**src/hdl/lmn_pkg.sv**
```systemverilog
// Shared widths, codes and transfer payload types for the Lamport mutex node.
package lmn_pkg;

  localparam int CMD_W   = 3;
  localparam int SRC_W   = 4;
  localparam int MSG_W   = 32;
  localparam int KIND_W  = 3;
  localparam int DEST_W  = 4;
  localparam int QCNT_W  = 5;
  localparam int RANK_W  = 4;
  localparam int NCNT_W  = 5;
  localparam int REPLY_W = 5;

  localparam logic [REPLY_W-1:0] REPLY_MAX = 5'd31;

  // configuration port
  localparam int CFG_INDEX_W = 1;
  localparam int CFG_DATA_W  = 5;
  localparam logic [CFG_INDEX_W-1:0] REG_MY_RANK    = 1'd0;
  localparam logic [CFG_INDEX_W-1:0] REG_NODE_COUNT = 1'd1;

  // event codes
  localparam logic [CMD_W-1:0] CMD_LOCK    = 3'd0;
  localparam logic [CMD_W-1:0] CMD_UNLOCK  = 3'd1;
  localparam logic [CMD_W-1:0] CMD_REQUEST = 3'd2;
  localparam logic [CMD_W-1:0] CMD_REREQ   = 3'd3;
  localparam logic [CMD_W-1:0] CMD_REPLY   = 3'd4;
  localparam logic [CMD_W-1:0] CMD_RELEASE = 3'd5;

  // outgoing message kinds
  localparam logic [KIND_W-1:0] KIND_NONE    = 3'd0;
  localparam logic [KIND_W-1:0] KIND_REQUEST = 3'd1;
  localparam logic [KIND_W-1:0] KIND_REREQ   = 3'd2;
  localparam logic [KIND_W-1:0] KIND_REPLY   = 3'd3;
  localparam logic [KIND_W-1:0] KIND_RELEASE = 3'd4;

  typedef struct packed {
    logic [CMD_W-1:0] cmd;
    logic [SRC_W-1:0] source;
    logic [MSG_W-1:0] msg_stamp;
  } item_t;

  typedef struct packed {
    logic [KIND_W-1:0] send_kind;
    logic [DEST_W-1:0] dest;
    logic [MSG_W-1:0]  send_stamp;
    logic              granted;
    logic [QCNT_W-1:0] queue_count;
    logic              not_found;
  } result_t;

endpackage

```
**src/hdl/lmn_if.sv**
```systemverilog
// Valid/ready channel interfaces for event items and result items.
interface lmn_item_if import lmn_pkg::*; ();
  logic  valid;
  logic  ready;
  item_t data;
  modport source (output valid, output data, input ready);
  modport sink (input valid, input data, output ready);
endinterface

interface lmn_result_if import lmn_pkg::*; ();
  logic    valid;
  logic    ready;
  result_t data;
  modport source (output valid, output data, input ready);
  modport sink (input valid, input data, output ready);
endinterface

```
**src/hdl/lamport_mutex_node_core.sv**
```systemverilog
// Lamport mutex node: event sequencer, timestamp table and sorted node queue.
// Insert: read each queue entry, then its stamp, and compare; shift later entries up; place.
//   removal: read and compare each entry, then shift later ones down (one-port queue walk).
// Throughput: one event at a time; the next is taken once the result is parked.
// Reset (rst, synchronous): clock, max_seen, table valid bits, queue length, counts cleared,
//   re-request flag set, my_rank 0, node_count 2; no clearing pass.
module lamport_mutex_node_core import lmn_pkg::*; #(
  parameter int MAX_NODES  = 16,
  parameter int STAMP_BITS = 32
) (
  input  logic                   clk,
  input  logic                   rst,
  input  logic                   cfg_we,
  input  logic [CFG_INDEX_W-1:0] cfg_index,
  input  logic [CFG_DATA_W-1:0]  cfg_data,
  lmn_item_if.sink               in_if,
  lmn_result_if.source           out_if
);

  localparam int ID_W  = (MAX_NODES > 1) ? $clog2(MAX_NODES) : 1;
  localparam int LEN_W = $clog2(MAX_NODES + 1);

  // sequencer states
  localparam logic [3:0] S_IDLE     = 4'd0;
  localparam logic [3:0] S_EXEC     = 4'd1;
  localparam logic [3:0] S_INS_RQ   = 4'd2;  // read queue entry
  localparam logic [3:0] S_INS_RS   = 4'd3;  // read its table stamp
  localparam logic [3:0] S_INS_CMP  = 4'd4;  // compare with new stamp
  localparam logic [3:0] S_SH_RD    = 4'd5;  // open a slot: read idx-1
  localparam logic [3:0] S_SH_WR    = 4'd6;  // open a slot: write idx
  localparam logic [3:0] S_INS_PUT  = 4'd7;
  localparam logic [3:0] S_RM_RD    = 4'd8;
  localparam logic [3:0] S_RM_CMP   = 4'd9;
  localparam logic [3:0] S_RMSH_RD  = 4'd10; // close the gap: read idx+1
  localparam logic [3:0] S_RMSH_WR  = 4'd11; // close the gap: write idx
  localparam logic [3:0] S_FINISH   = 4'd12;

  // node id = value mod MAX_NODES, by repeated subtract on a narrow value
  function automatic logic [ID_W-1:0] to_id(input logic [SRC_W-1:0] v);
    int t;
    t = int'(v);
    for (int k = 0; k < 8; k++) begin
      if (t >= MAX_NODES) t = t - MAX_NODES;
    end
    return ID_W'(t);
  endfunction

  function automatic logic [STAMP_BITS-1:0] stamp_inc(input logic [STAMP_BITS-1:0] v);
    return (v == '1) ? v : v + STAMP_BITS'(1);
  endfunction

  logic [3:0]              state;
  logic [CMD_W-1:0]        cmd_r;
  logic [ID_W-1:0]         id_r;
  logic [ID_W-1:0]         idx;
  logic [ID_W-1:0]         pos;
  logic [ID_W-1:0]         head;
  logic [STAMP_BITS-1:0]   ms_r;
  logic [STAMP_BITS-1:0]   key;
  logic [STAMP_BITS-1:0]   clock;
  logic [STAMP_BITS-1:0]   max_seen;
  logic [STAMP_BITS-1:0]   sstamp;
  logic [KIND_W-1:0]       kind;
  logic                    nf;
  logic [LEN_W-1:0]        len;
  logic [REPLY_W-1:0]      reply_count;
  logic                    needs_rerequest;
  logic [RANK_W-1:0]       my_rank;
  logic [NCNT_W-1:0]       node_count;
  logic                    out_valid;
  result_t                 out_data;

  // queue of node ids and per-node timestamp table
  logic [ID_W-1:0]         q_mem [MAX_NODES];
  logic [STAMP_BITS-1:0]   s_mem [MAX_NODES];
  logic [MAX_NODES-1:0]    s_valid;
  logic [ID_W-1:0]         q_rdata;
  logic [STAMP_BITS-1:0]   s_rdata;
  logic                    s_rvld;

  logic                    q_we;
  logic [ID_W-1:0]         q_waddr;
  logic [ID_W-1:0]         q_wdata;
  logic                    q_re;
  logic [ID_W-1:0]         q_raddr;
  logic                    s_we;
  logic [ID_W-1:0]         s_waddr;
  logic [STAMP_BITS-1:0]   s_wdata;
  logic                    s_re;

  logic [ID_W-1:0]         me;
  logic                    peer;
  logic [ID_W-1:0]         idx_m1;
  logic [ID_W-1:0]         idx_p1;
  logic [LEN_W-1:0]        len_m1;
  logic                    at_last;
  logic                    next_last;
  logic                    len_full;
  logic [STAMP_BITS-1:0]   cinc;
  logic [STAMP_BITS-1:0]   seen_max;
  logic [STAMP_BITS-1:0]   unlock_clock;
  logic [STAMP_BITS-1:0]   s_cur;
  logic                    granted;

  assign me           = to_id(my_rank);
  assign peer         = (id_r != me);
  assign idx_m1       = idx - ID_W'(1);
  assign idx_p1       = idx + ID_W'(1);
  assign len_m1       = len - LEN_W'(1);
  assign at_last      = (LEN_W'(idx) == len_m1);
  assign next_last    = (LEN_W'(idx_p1) == len_m1);
  assign len_full     = (len == LEN_W'(MAX_NODES));
  assign cinc         = stamp_inc(clock);
  assign seen_max     = (ms_r > max_seen) ? ms_r : max_seen;
  assign unlock_clock = (stamp_inc(max_seen) > clock) ? stamp_inc(max_seen) : clock;
  // a table entry never written reads as zero
  assign s_cur        = s_rvld ? s_rdata : '0;
  assign granted      = (len != '0) && (head == me) &&
                        ({1'b0, reply_count} + (REPLY_W+1)'(1) >= {1'b0, node_count});

  assign in_if.ready  = (state == S_IDLE);
  assign out_if.valid = out_valid;
  assign out_if.data  = out_data;

  // memory port control
  always_comb begin
    q_re    = 1'b0;
    q_raddr = idx;
    q_we    = 1'b0;
    q_waddr = idx;
    q_wdata = q_rdata;
    s_re    = 1'b0;
    s_we    = 1'b0;
    s_waddr = id_r;
    s_wdata = ms_r;
    case (state)
      S_INS_RQ, S_RM_RD: q_re = 1'b1;
      S_SH_RD: begin
        q_re    = 1'b1;
        q_raddr = idx_m1;
      end
      S_RMSH_RD: begin
        q_re    = 1'b1;
        q_raddr = idx_p1;
      end
      S_INS_RS: s_re = 1'b1;
      S_SH_WR, S_RMSH_WR: q_we = 1'b1;
      S_INS_PUT: begin
        q_we    = 1'b1;
        q_waddr = pos;
        q_wdata = id_r;
      end
      S_EXEC: begin
        if (cmd_r == CMD_LOCK) begin
          s_we    = 1'b1;
          s_waddr = me;
          s_wdata = cinc;
        end else if ((cmd_r == CMD_REQUEST || cmd_r == CMD_REREQ) && peer) begin
          s_we = 1'b1;
        end
      end
      default: ;
    endcase
  end

  always_ff @(posedge clk) begin
    if (q_we) q_mem[q_waddr] <= q_wdata;
    if (q_re) q_rdata <= q_mem[q_raddr];
    if (s_we) s_mem[s_waddr] <= s_wdata;
    if (s_re) begin
      s_rdata <= s_mem[q_rdata];
      s_rvld  <= s_valid[q_rdata];
    end
    // shadow of the queue head for the grant check
    if (q_we && q_waddr == '0) head <= q_wdata;
  end

  always_ff @(posedge clk) begin
    if (rst) begin
      s_valid <= '0;
    end else if (s_we) begin
      s_valid[s_waddr] <= 1'b1;
    end
  end

  // configuration writes
  always_ff @(posedge clk) begin
    if (rst) begin
      my_rank    <= '0;
      node_count <= NCNT_W'(2);
    end else if (cfg_we) begin
      case (cfg_index)
        REG_MY_RANK:    my_rank    <= cfg_data[RANK_W-1:0];
        REG_NODE_COUNT: node_count <= cfg_data[NCNT_W-1:0];
        default: ;
      endcase
    end
  end

  // event sequencer
  always_ff @(posedge clk) begin
    if (rst) begin
      state           <= S_IDLE;
      clock           <= '0;
      max_seen        <= '0;
      len             <= '0;
      reply_count     <= '0;
      needs_rerequest <= 1'b1;
    end else begin
      case (state)
        S_IDLE: begin
          if (in_if.valid) begin
            cmd_r  <= in_if.data.cmd;
            id_r   <= to_id(in_if.data.source);
            ms_r   <= STAMP_BITS'(in_if.data.msg_stamp);
            kind   <= KIND_NONE;
            sstamp <= '0;
            nf     <= 1'b0;
            state  <= S_EXEC;
          end
        end

        S_EXEC: begin
          case (cmd_r)
            CMD_LOCK: begin
              clock           <= cinc;
              key             <= cinc;
              id_r            <= me;
              kind            <= KIND_REQUEST;
              sstamp          <= cinc;
              reply_count     <= '0;
              needs_rerequest <= 1'b0;
              if (len_full) begin
                state <= S_FINISH;  // insert dropped on a full queue
              end else if (len == '0) begin
                pos   <= '0;
                state <= S_INS_PUT;
              end else begin
                idx   <= '0;
                state <= S_INS_RQ;
              end
            end
            CMD_UNLOCK: begin
              id_r   <= me;
              kind   <= KIND_RELEASE;
              sstamp <= clock;
              clock  <= unlock_clock;
              if (len == '0) begin
                nf    <= 1'b1;
                state <= S_FINISH;
              end else begin
                idx   <= '0;
                state <= S_RM_RD;
              end
            end
            CMD_REQUEST, CMD_REREQ: begin
              if (peer) begin
                max_seen <= seen_max;
                key      <= ms_r;
                kind     <= KIND_REPLY;
                sstamp   <= clock;
                if (cmd_r == CMD_REQUEST) begin
                  if (len_full) begin
                    state <= S_FINISH;
                  end else if (len == '0) begin
                    pos   <= '0;
                    state <= S_INS_PUT;
                  end else begin
                    idx   <= '0;
                    state <= S_INS_RQ;
                  end
                end else begin
                  state <= S_FINISH;
                end
              end else begin
                state <= S_FINISH;
              end
            end
            CMD_REPLY: begin
              state <= S_FINISH;
              if (peer) begin
                max_seen <= seen_max;
                if (ms_r > clock || (ms_r == clock && id_r < me)) begin
                  if (reply_count != REPLY_MAX) reply_count <= reply_count + REPLY_W'(1);
                end else begin
                  needs_rerequest <= 1'b1;
                end
              end
            end
            CMD_RELEASE: begin
              if (peer) begin
                max_seen <= seen_max;
                if (needs_rerequest) begin
                  kind            <= KIND_REREQ;
                  sstamp          <= clock;
                  needs_rerequest <= 1'b0;
                  reply_count     <= '0;
                end
                if (len == '0) begin
                  nf    <= 1'b1;
                  state <= S_FINISH;
                end else begin
                  idx   <= '0;
                  state <= S_RM_RD;
                end
              end else begin
                state <= S_FINISH;
              end
            end
            default: state <= S_FINISH;  // unused codes do nothing
          endcase
        end

        S_INS_RQ: state <= S_INS_RS;
        S_INS_RS: state <= S_INS_CMP;

        S_INS_CMP: begin
          // new entry goes before the first strictly later stamp
          if (s_cur > key) begin
            pos   <= idx;
            idx   <= ID_W'(len);
            state <= S_SH_RD;
          end else if (at_last) begin
            pos   <= ID_W'(len);
            state <= S_INS_PUT;
          end else begin
            idx   <= idx_p1;
            state <= S_INS_RQ;
          end
        end

        S_SH_RD: state <= S_SH_WR;

        S_SH_WR: begin
          if (idx_m1 == pos) begin
            state <= S_INS_PUT;
          end else begin
            idx   <= idx_m1;
            state <= S_SH_RD;
          end
        end

        S_INS_PUT: begin
          len   <= len + LEN_W'(1);
          state <= S_FINISH;
        end

        S_RM_RD: state <= S_RM_CMP;

        S_RM_CMP: begin
          if (q_rdata == id_r) begin
            if (at_last) begin
              len   <= len_m1;
              state <= S_FINISH;
            end else begin
              state <= S_RMSH_RD;
            end
          end else if (at_last) begin
            nf    <= 1'b1;
            state <= S_FINISH;
          end else begin
            idx   <= idx_p1;
            state <= S_RM_RD;
          end
        end

        S_RMSH_RD: state <= S_RMSH_WR;

        S_RMSH_WR: begin
          if (next_last) begin
            len   <= len_m1;
            state <= S_FINISH;
          end else begin
            idx   <= idx_p1;
            state <= S_RMSH_RD;
          end
        end

        S_FINISH: begin
          // park the result once the output register is free
          if (!out_valid || out_if.ready) begin
            state <= S_IDLE;
          end
        end

        default: state <= S_IDLE;
      endcase
    end
  end

  // output register valid: set when a result is parked, cleared on its transfer
  always_ff @(posedge clk) begin
    if (rst) begin
      out_valid <= 1'b0;
    end else if (state == S_FINISH && (!out_valid || out_if.ready)) begin
      out_valid <= 1'b1;
    end else if (out_if.ready) begin
      out_valid <= 1'b0;
    end
  end

  // result payload, loaded with the transfer into the output register
  always_ff @(posedge clk) begin
    if (state == S_FINISH && (!out_valid || out_if.ready)) begin
      out_data.send_kind   <= kind;
      out_data.dest        <= (kind == KIND_REPLY) ? DEST_W'(id_r) : '0;
      out_data.send_stamp  <= MSG_W'(sstamp);
      out_data.granted     <= granted;
      out_data.queue_count <= QCNT_W'(len);
      out_data.not_found   <= nf;
    end
  end

endmodule

```
**src/flat_wrapper.sv**
```systemverilog
// flat-port wrapper written by rule: the top's interface ports become plain ports
module lamport_mutex_node_core_flat import lmn_pkg::*;
#(
  parameter int MAX_NODES  = 16,
  parameter int STAMP_BITS = 32
)
  (clk, rst, cfg_we, cfg_index, cfg_data, in_if_valid, in_if_data, in_if_ready, out_if_valid, out_if_data, out_if_ready);
  lmn_item_if in_if_i ();
  lmn_result_if out_if_i ();
  input  logic clk;
  input  logic rst;
  input  logic cfg_we;
  input  logic [CFG_INDEX_W-1:0] cfg_index;
  input  logic [CFG_DATA_W-1:0] cfg_data;
  input wire logic [$bits(in_if_i.valid)-1:0] in_if_valid;
  input wire logic [$bits(in_if_i.data)-1:0] in_if_data;
  output wire logic [$bits(in_if_i.ready)-1:0] in_if_ready;
  output wire logic [$bits(out_if_i.valid)-1:0] out_if_valid;
  output wire logic [$bits(out_if_i.data)-1:0] out_if_data;
  input wire logic [$bits(out_if_i.ready)-1:0] out_if_ready;
  assign in_if_i.valid = in_if_valid;
  assign in_if_i.data = in_if_data;
  assign in_if_ready = in_if_i.ready;
  assign out_if_valid = out_if_i.valid;
  assign out_if_data = out_if_i.data;
  assign out_if_i.ready = out_if_ready;
  lamport_mutex_node_core #(.MAX_NODES(MAX_NODES), .STAMP_BITS(STAMP_BITS)) u_core (.clk(clk), .rst(rst), .cfg_we(cfg_we), .cfg_index(cfg_index), .cfg_data(cfg_data), .in_if(in_if_i), .out_if(out_if_i));
endmodule
```
**config.mk**
```make
export PLATFORM = sky130hd
export DESIGN_NAME = lamport_mutex_node_core_flat
export DESIGN_NICKNAME = d
export VERILOG_FILES = /design/src/hdl/lmn_pkg.sv /design/src/hdl/lmn_if.sv /design/src/hdl/lamport_mutex_node_core.sv /design/src/flat_wrapper.sv
export SDC_FILE = /design/constraint.sdc
export NUM_CORES = 1
export LEC_CHECK = 0
export BUFFER_PORTS_ARGS = -buffer_cell sky130_fd_sc_hd__buf_4
export CELL_PAD_IN_SITES_DETAIL_PLACEMENT = 1
export CELL_PAD_IN_SITES_GLOBAL_PLACEMENT = 1
export CORE_UTILIZATION = 48
export DETAILED_ROUTE_END_ITERATION = 8
export GPL_ROUTABILITY_DRIVEN = 0
export PLACE_DENSITY = 0.79
export SYNTH_ARGS = -nofsm -noshare
export SYNTH_HDL_FRONTEND = slang
export SYNTH_SLANG_ARGS = --single-unit
export TNS_END_PERCENT = 5
```
**constraint.sdc**
```tcl
create_clock -name clk -period 4.5 [get_ports clk]
set_clock_uncertainty 0.05 [all_clocks]
set_input_delay 0.675 -clock clk [delete_from_list [all_inputs] [get_ports clk]]
set_output_delay 0.675 -clock clk [all_outputs]
set_load 0.02 [all_outputs]
```
Word-level counts from Yosys, hierarchy flattened:

Memories as Yosys holds them, arrays and structs flattened. A register that Yosys moved wholly into a read port is not among the register bits.
Cells that the tools add are included.

* register bits after elaboration: 271
* memory bits (writable): 576
* input port bits: 50
* output and inout bits: 48
* word-level logic and storage cells: 251
* memories kept: 2

Memories
* u_core.s_mem: depth 16, bits a word 32, read ports 1, clocked after Yosys merged registers in 1, write ports 1, RTL line lamport_mutex_node_core.sv:75 `logic [STAMP_BITS-1:0] s_mem [MAX_NODES];`
* u_core.q_mem: depth 16, bits a word 4, read ports 1, clocked after Yosys merged registers in 1, write ports 1, RTL line lamport_mutex_node_core.sv:74 `logic [ID_W-1:0] q_mem [MAX_NODES];`

* $add $sub $neg: 8
* $lt $le $gt $ge: 9
* equality and inequality tests: 54
* multiplexer cells: 103
* bitwise gates (word level): 3
* reduce and logical (&&, ||, !) cells: 45

Operators with widths (number)
* $mux W32: 11
* $pmux W32 S2: 3
* $gt A32 B32 Y1: 4
* $pmux W32 S4: 1
* $mux W4: 29
* $add A32 B1 Y32 const B: 2
* $eq A32 B32 Y1 const B: 2
* $pmux W4 S13: 1
* $mux W5: 8
* $mux W3: 11
* $eq A32 B32 Y1: 1
* $pmux W4 S2: 4
* $pmux W4 S4: 2
* $pmux W5 S3: 2
* $mux W1: 22
* $ne A2 B1 Y1 const B: 11
* $reduce_and A7 Y1: 3
* $eq A4 B4 Y1 const B: 5
* $pmux W4 S5: 1
* $eq A4 B3 Y1 const B: 4
* $or A16 B16 Y16: 1
* $reduce_and A4 Y1: 4
* $ne A3 B2 Y1 const B: 5
* $eq A4 B4 Y1: 3
* other kinds (47): 82

Logic depth before layout (Yosys ltp):

* word-level depth: 8
* mapped depth: 17
* gate-level depth less buffers: 14

Least setup slack after synthesis:

Ideal clock, no wire load.

* kind: reg-to-reg
* start: register u_core.my_rank[3], in the netlist u_core.me[3]
* end: register u_core.kind[0] (enable)
* library setup time: 480 ps
* data arrival time: 3966 ps
* data required time: 3970 ps
* path slack: 4 ps
* cell stages (with the launch flop): 8
* path buffers: 1
* clock period less this slack: 4496 ps
* cells stage by stage: dfxtp_1 inv_1 ha_1 and4_1 clkbuf_1 o21ai_0 nor2_1 a211oi_1

* longest elaborated chain between the ends: 3
* elaborated cells between the ends (all ways): 4
* classes of those cells: 3 x eq/ne; 1 x reduce/logical

Ends and longest elaborated chain
* start, declared: RTL line lamport_mutex_node_core.sv:68 `logic [RANK_W-1:0] my_rank;`
* start signal, assigned: RTL line lamport_mutex_node_core.sv:193 `REG_MY_RANK: my_rank <= cfg_data[RANK_W-1:0];`
* $ne A4 B4 Y1 *: RTL line lamport_mutex_node_core.sv:106 `assign peer = (id_r != me);`
* $ne A3 B2 Y1 (no line)
* $reduce_and A7 Y1 (no line) *
* end signal, assigned: RTL line lamport_mutex_node_core.sv:216 `kind <= KIND_NONE;`
* end signal, assigned: RTL line lamport_mutex_node_core.sv:229 `kind <= KIND_REQUEST;`
* end signal, assigned: RTL line lamport_mutex_node_core.sv:245 `kind <= KIND_RELEASE;`
* end, declared: RTL line lamport_mutex_node_core.sv:63 `logic [KIND_W-1:0] kind;`

Every way passes the cells marked *; elsewhere a longest branch is shown, timed or not.
A chain may end at the register's enable or synchronous reset.

Worst setup path in the final report:

* start: register u_core.max_seen[5]
* end: register u_core.clock[20]

* longest elaborated chain between the ends: 5
* elaborated cells between the ends (all ways): 8
* classes of those cells: 1 x add/sub; 1 x order compare; 2 x eq/ne; 3 x mux; 1 x reduce/logical

Ends and longest elaborated chain
* start, declared: RTL line lamport_mutex_node_core.sv:61 `logic [STAMP_BITS-1:0] max_seen;`
* start signal, assigned: RTL line lamport_mutex_node_core.sv:258 `max_seen <= seen_max;`
* start signal, assigned: RTL line lamport_mutex_node_core.sv:282 `max_seen <= seen_max;`
* start signal, assigned: RTL line lamport_mutex_node_core.sv:292 `max_seen <= seen_max;`
* $add A32 B1 Y32 or $eq A32 B32 Y1 (tied branches): RTL line lamport_mutex_node_core.sv:49 `return (v == '1) ? v : v + STAMP_BITS'(1);`
* $mux W32 *: RTL line lamport_mutex_node_core.sv:49
* $gt A32 B32 Y1: RTL line lamport_mutex_node_core.sv:115 `assign unlock_clock = (stamp_inc(max_seen) > clock) ? stamp_inc(max_seen) : clock;`
* $ne A2 B1 Y1 (no line)
* $reduce_and A3 Y1 (no line)
* end signal, assigned: RTL line lamport_mutex_node_core.sv:226 `clock <= cinc;`
* end signal, assigned: RTL line lamport_mutex_node_core.sv:247 `clock <= unlock_clock;`
* end, declared: RTL line lamport_mutex_node_core.sv:60 `logic [STAMP_BITS-1:0] clock;`

Every way passes the cells marked *; elsewhere a longest branch is shown, timed or not. The select of a mux whose other input is x is not followed.

==> flow_results.xml <==
<?xml version="1.0" encoding="UTF-8"?>
<metrics>
  <group name="run_status">
    <metric name="outcome" unit="">complete, no violations</metric>
  </group>
  <group name="drt">
    <metric name="antenna_left" unit="">0</metric>
    <metric name="length_of_the_first_detailed_routing_pass_in_iterations" unit="">5</metric>
    <metric name="routed_wire_length_per_instance" unit="um">28.4</metric>
    <metric name="detailroute.via_count" unit="">25800</metric>
    <metric name="drt_first_iter_violations" unit="">2245</metric>
    <metric name="count_of_unresolved_drc_violations_after_routing" unit="">0</metric>
    <metric name="vias_per_cell" unit="">6.28</metric>
    <metric name="routed_wl" unit="um">117000</metric>
  </group>
  <group name="floorplan">
    <metric name="initial_utilization" unit="%">48.7</metric>
    <metric name="die_h" unit="um">291</metric>
    <metric name="die_w" unit="um">291</metric>
    <metric name="core_box_area" unit="mm^2">0.0825</metric>
    <metric name="floorplan.io_pins" unit="">98</metric>
    <metric name="standard_cell_rows" unit="">105</metric>
    <metric name="design.die.area" unit="mm^2">0.0849</metric>
  </group>
  <group name="yosys">
    <metric name="synth_cell_type_count" unit="">87</metric>
    <metric name="postSynth.topFlopCell" unit="">sky130_fd_sc_hd__edfxtp_1</metric>
    <metric name="ys_ff_latch" unit="">879</metric>
    <metric name="synth_warnings" unit="">0</metric>
    <metric name="synthDominantCellAreaShare" unit="%">57.8</metric>
    <metric name="synth.most_common_cell" unit="">sky130_fd_sc_hd__edfxtp_1</metric>
    <metric name="syn_nets" unit="">3009</metric>
    <metric name="synth_area" unit="mm^2">0.0402</metric>
    <metric name="synth-edff-count" unit="">774</metric>
    <metric name="post_synth_most_frequent_cells" unit="">sky130_fd_sc_hd__edfxtp_1 (774), sky130_fd_sc_hd__nand2_1 (226), sky130_fd_sc_hd__mux4_2 (181), sky130_fd_sc_hd__nor2_1 (181), sky130_fd_sc_hd__a21oi_1 (150)</metric>
    <metric name="async_reset_ff_share" unit="%">0</metric>
    <metric name="netlist_top_cells_area" unit="">sky130_fd_sc_hd__edfxtp_1 (58%), sky130_fd_sc_hd__mux4_2 (10%), sky130_fd_sc_hd__dfxtp_1 (5.2%)</metric>
    <metric name="synth_cells" unit="">2813</metric>
    <metric name="netlist.top_cell.by_area" unit="">sky130_fd_sc_hd__edfxtp_1</metric>
    <metric name="syn_area_per_cell" unit="um^2">14.3</metric>
    <metric name="yosysSeqAreaShare" unit="%">63.1</metric>
  </group>
  <group name="critical_path">
    <metric name="cell_type_group_with_the_largest_total_delay_on_the_critical_path" unit="">simple AND/OR/NAND/NOR gates</metric>
    <metric name="critical_path.cell_chain" unit="">nand4_1, buf_4, nor4_1, buf_4, o211ai_1, nor4_1, xnor2_1, ha_1, nand4_1, nor4_2, buf_4, a31oi_1, and2_1, a22oi_2, buf_12, nor3_1, a31o_2</metric>
    <metric name="rr_endpoint" unit="">u_core.clock[20]$_SDFFE_PP0P_</metric>
    <metric name="crit_top_cell" unit="">sky130_fd_sc_hd__buf_4</metric>
    <metric name="worstSetupStartpointType" unit="">flip-flop</metric>
    <metric name="rr_worst_depth" unit="">17</metric>
    <metric name="reg2reg_setup_slack" unit="ps">240</metric>
    <metric name="critical_path_required" unit="ps">4980</metric>
    <metric name="critPathCaptureType" unit="">flip-flop</metric>
    <metric name="worst-path-max-fanout" unit="">17</metric>
    <metric name="worstPathBufferInverterCount" unit="">4</metric>
    <metric name="cp.arrival" unit="ps">4740</metric>
    <metric name="timing_worst_setup_path_type" unit="">reg -&gt; reg</metric>
    <metric name="timing.critical_path.slowest_stage_cell" unit="">sky130_fd_sc_hd__nor4_1</metric>
    <metric name="regToRegStartpoint" unit="">u_core.max_seen[5]$_SDFFE_PP0P_</metric>
    <metric name="worst_path_largest_cell_delay" unit="ps">440</metric>
  </group>
  <group name="timing">
    <metric name="fin_crit" unit="ps">4260</metric>
    <metric name="finalWorstSetupSlack" unit="ps">244</metric>
    <metric name="final_min_period_over_clock_period" unit="%">94.6</metric>
    <metric name="fmax" unit="MHz">235</metric>
    <metric name="rsz0062_at_grt" unit="">false</metric>
    <metric name="tightest_slew" unit="ps">1290</metric>
    <metric name="worst_hold_slack" unit="ps">121</metric>
    <metric name="setup_violating_endpoint_count_in_the_final_report" unit="">0</metric>
    <metric name="max_slew_margin" unit="%">13.8</metric>
    <metric name="timing_hold_violations_final" unit="">0</metric>
    <metric name="final_max_slew_viol_count" unit="">0</metric>
    <metric name="setup_tns" unit="ps">0</metric>
  </group>
  <group name="cells_and_area">
    <metric name="flow.area_growth_from_synthesis" unit="%">14.6</metric>
    <metric name="final-seq-area" unit="mm^2">0.0253</metric>
    <metric name="finalNetCount" unit="">3160</metric>
    <metric name="multi_input_comb_area" unit="mm^2">0.0141</metric>
    <metric name="antenna_cells" unit="">0</metric>
    <metric name="drive_above_1_share" unit="%">19.5</metric>
    <metric name="num-fill-cells" unit="">7904</metric>
    <metric name="finalCoreUtilization" unit="%">55.8</metric>
  </group>
  <group name="global_route">
    <metric name="grt_pass1_wl" unit="um">174000</metric>
    <metric name="largest_net_degree_at_the_start_of_global_routing" unit="">94</metric>
    <metric name="track_usage" unit="%">27.5</metric>
    <metric name="grt.overflow.total" unit="">0</metric>
    <metric name="grt_pass1_vias" unit="">27100</metric>
    <metric name="grt_antenna_before_repair" unit="">3</metric>
  </group>
  <group name="place">
    <metric name="dp_slack" unit="ps">13.7</metric>
    <metric name="place.detailed.hpwl" unit="um">75500</metric>
    <metric name="buffer_ports.inserted" unit="">97</metric>
  </group>
  <group name="clock_tree">
    <metric name="numClockSinks" unit="">879</metric>
    <metric name="cts_tree" unit="">yes</metric>
    <metric name="cts_buffers" unit="">90</metric>
    <metric name="worst_skew_pair.late_latency" unit="ps">670</metric>
    <metric name="holdBufCountCts" unit="">0</metric>
    <metric name="root_buffer" unit="">sky130_fd_sc_hd__clkbuf_16</metric>
    <metric name="clk_transition_reported_paths" unit="ps">60</metric>
    <metric name="cts-root-to-sink-buffers" unit="">3</metric>
    <metric name="cts.htree.levels" unit="">3</metric>
  </group>
  <group name="power">
    <metric name="totalPowerFinal" unit="W">0.0216</metric>
    <metric name="power_leakage" unit="nW">15.4</metric>
    <metric name="pwr_density_cell" unit="mW/mm^2">470</metric>
    <metric name="ir_worst_vdd" unit="mV">0.314</metric>
  </group>
  <group name="min_path">
    <metric name="min-delay-path-class" unit="">in -&gt; reg</metric>
    <metric name="worst_hold_path_endpoint" unit="">u_core.ms_r[5]$_DFFE_PP_</metric>
    <metric name="whs_path_depth" unit="">1</metric>
    <metric name="timing.hold.worst.start" unit="">in_if_data[5]</metric>
  </group>
  <group name="run">
    <metric name="drv_cap" unit="">0</metric>
  </group>
</metrics>
==> power by group <==
part           internal [W]  switching, W  total [W]
sequential          0.00948      0.000301    0.00979
clock               0.00438       0.00335    0.00773
combinational       0.00174       0.00237    0.00411
==> timing repair <==
item | in CTS | in global routing
buffers inserted | 0 | 1
resized for setup | 1 | 7
setup endpoints to repair | 11 | 29
hold endpoints to repair | 0 | 0
cloned | 0 | 1
pin swaps | 0 | 3
==> worst max-delay path by stage <==
stage	to	cells after the start	from	slack (ps)
floorplan	u_core.kind[0]$_SDFFCE_PN0P_	7	u_core.me[3]$_SDFFE_PP0P_	4
CTS	u_core.clock[28]$_SDFFE_PP0P_	16	u_core.max_seen[0]$_SDFFE_PP0P_	10
global placement	u_core.clock[28]$_SDFFE_PP0P_	16	u_core.max_seen[5]$_SDFFE_PP0P_	230
finish	u_core.clock[20]$_SDFFE_PP0P_	17	u_core.max_seen[5]$_SDFFE_PP0P_	240
detailed placement	u_core.clock[26]$_SDFFE_PP0P_	16	u_core.max_seen[5]$_SDFFE_PP0P_	10
global route	u_core.clock[12]$_SDFFE_PP0P_	15	u_core.max_seen[4]$_SDFFE_PP0P_	40
==> per-stage QoR <==
stage / cell area [um^2] / cells
final: 46000 / 4110
after global placement: 42900 / 3940
after floorplan: 40200 / 2813
after detailed placement: 42900 / 3940
after CTS: 46000 / 4108
after global routing: 46000 / 4110
==> cell usage in the layout (no fill, tap or decap), types with 9 or more instances in the layout <==
master / instances
sky130_fd_sc_hd__o21a_1: 21
sky130_fd_sc_hd__nor2b_1: 12
sky130_fd_sc_hd__mux2_2: 9
sky130_fd_sc_hd__edfxtp_1: 774
sky130_fd_sc_hd__mux2i_1: 59
sky130_fd_sc_hd__nand4_1: 55
sky130_fd_sc_hd__bufinv_16: 11
sky130_fd_sc_hd__clkinv_2: 21
sky130_fd_sc_hd__nor2_4: 13
sky130_fd_sc_hd__buf_12: 20
sky130_fd_sc_hd__or3_1: 18
sky130_fd_sc_hd__xnor2_1: 103
sky130_fd_sc_hd__ha_1: 146
sky130_fd_sc_hd__nor3_1: 51
sky130_fd_sc_hd__dfxtp_1: 103
sky130_fd_sc_hd__nor4_1: 24
sky130_fd_sc_hd__clkbuf_16: 91
sky130_fd_sc_hd__o32ai_1: 15
sky130_fd_sc_hd__o211ai_1: 12
sky130_fd_sc_hd__nor2_1: 168
sky130_fd_sc_hd__nand3_1: 51
sky130_fd_sc_hd__nand2_1: 224
sky130_fd_sc_hd__nand2b_1: 19
sky130_fd_sc_hd__a21o_1: 24
sky130_fd_sc_hd__a31oi_1: 14
sky130_fd_sc_hd__buf_4: 181
sky130_fd_sc_hd__and2_1: 40
sky130_fd_sc_hd__a21oi_1: 143
sky130_fd_sc_hd__mux4_2: 181
sky130_fd_sc_hd__clkbuf_1: 14
sky130_fd_sc_hd__clkinv_1: 17
sky130_fd_sc_hd__inv_1: 117
sky130_fd_sc_hd__and3_1: 13
sky130_fd_sc_hd__o21ai_0: 97
==> registers in the layout, summed over array words and instances (netlist names), 5 cells and up <==
signal	count
u_core.clock	32
u_core.node_count	5
u_core.s_valid	16
u_core.s_rdata	32
u_core.ms_r	32
u_core.key	32
u_core.q_mem	61
u_core.reply_count	5
u_core.out_if.data	46
u_core.len	5
u_core.max_seen	32
u_core.sstamp	32
u_core.s_mem	512
==> layout make-up <==
| class | count | area share [%] |
|---|---|---|
| Clock buffer | 104 | 5.01 |
| Multi-Input combinational cell | 1670 | 30.5 |
| Tap cell | 1070 | 2.91 |
| Inverter | 121 | 0.987 |
| Clock inverter | 64 | 1.64 |
| Timing Repair Buffer | 202 | 3.88 |
| Sequential cell | 879 | 55.1 |
==> cell families after synthesis <==
group | after synthesis | synth area share [%]
XOR/XNOR | 111 | 2.49
AND/OR/NAND/NOR | 740 | 8.90
adder cells (fa/ha/maj) | 146 | 4.55
multiplexers | 249 | 11.9
flip-flops | 879 | 63.1
AO/OA/AOI/OAI | 424 | 6.57
buffers and inverters | 264 | 2.56
==> worst reg2reg max path, cell delays in order, from the launching register on <==
cell                       delay (ps)
sky130_fd_sc_hd__dfxtp_1          380
sky130_fd_sc_hd__nand4_1          270
sky130_fd_sc_hd__buf_4            250
sky130_fd_sc_hd__nor4_1           440
sky130_fd_sc_hd__buf_4            210
sky130_fd_sc_hd__o211ai_1         130
sky130_fd_sc_hd__nor4_1           300
sky130_fd_sc_hd__xnor2_1          170
sky130_fd_sc_hd__ha_1             340
sky130_fd_sc_hd__nand4_1          160
sky130_fd_sc_hd__nor4_2           210
sky130_fd_sc_hd__buf_4            160
sky130_fd_sc_hd__a31oi_1           90
sky130_fd_sc_hd__and2_1           190
sky130_fd_sc_hd__a22oi_2          240
sky130_fd_sc_hd__buf_12           200
sky130_fd_sc_hd__nor3_1            80
sky130_fd_sc_hd__a31o_2           250
==> per-layer routing <==
metal / up-vias / part of all wire, % / track usage [%]
li1: 11100 / - / -
met1: 13300 / 40 / 36.5
met2: 1153 / 49 / 45.9
met3: 260 / 6.7 / 3.57
met4: 0 / 4.0 / 11.2
met5: - / 0 / 0
Note: power is estimated with default switching activity, not from simulation.
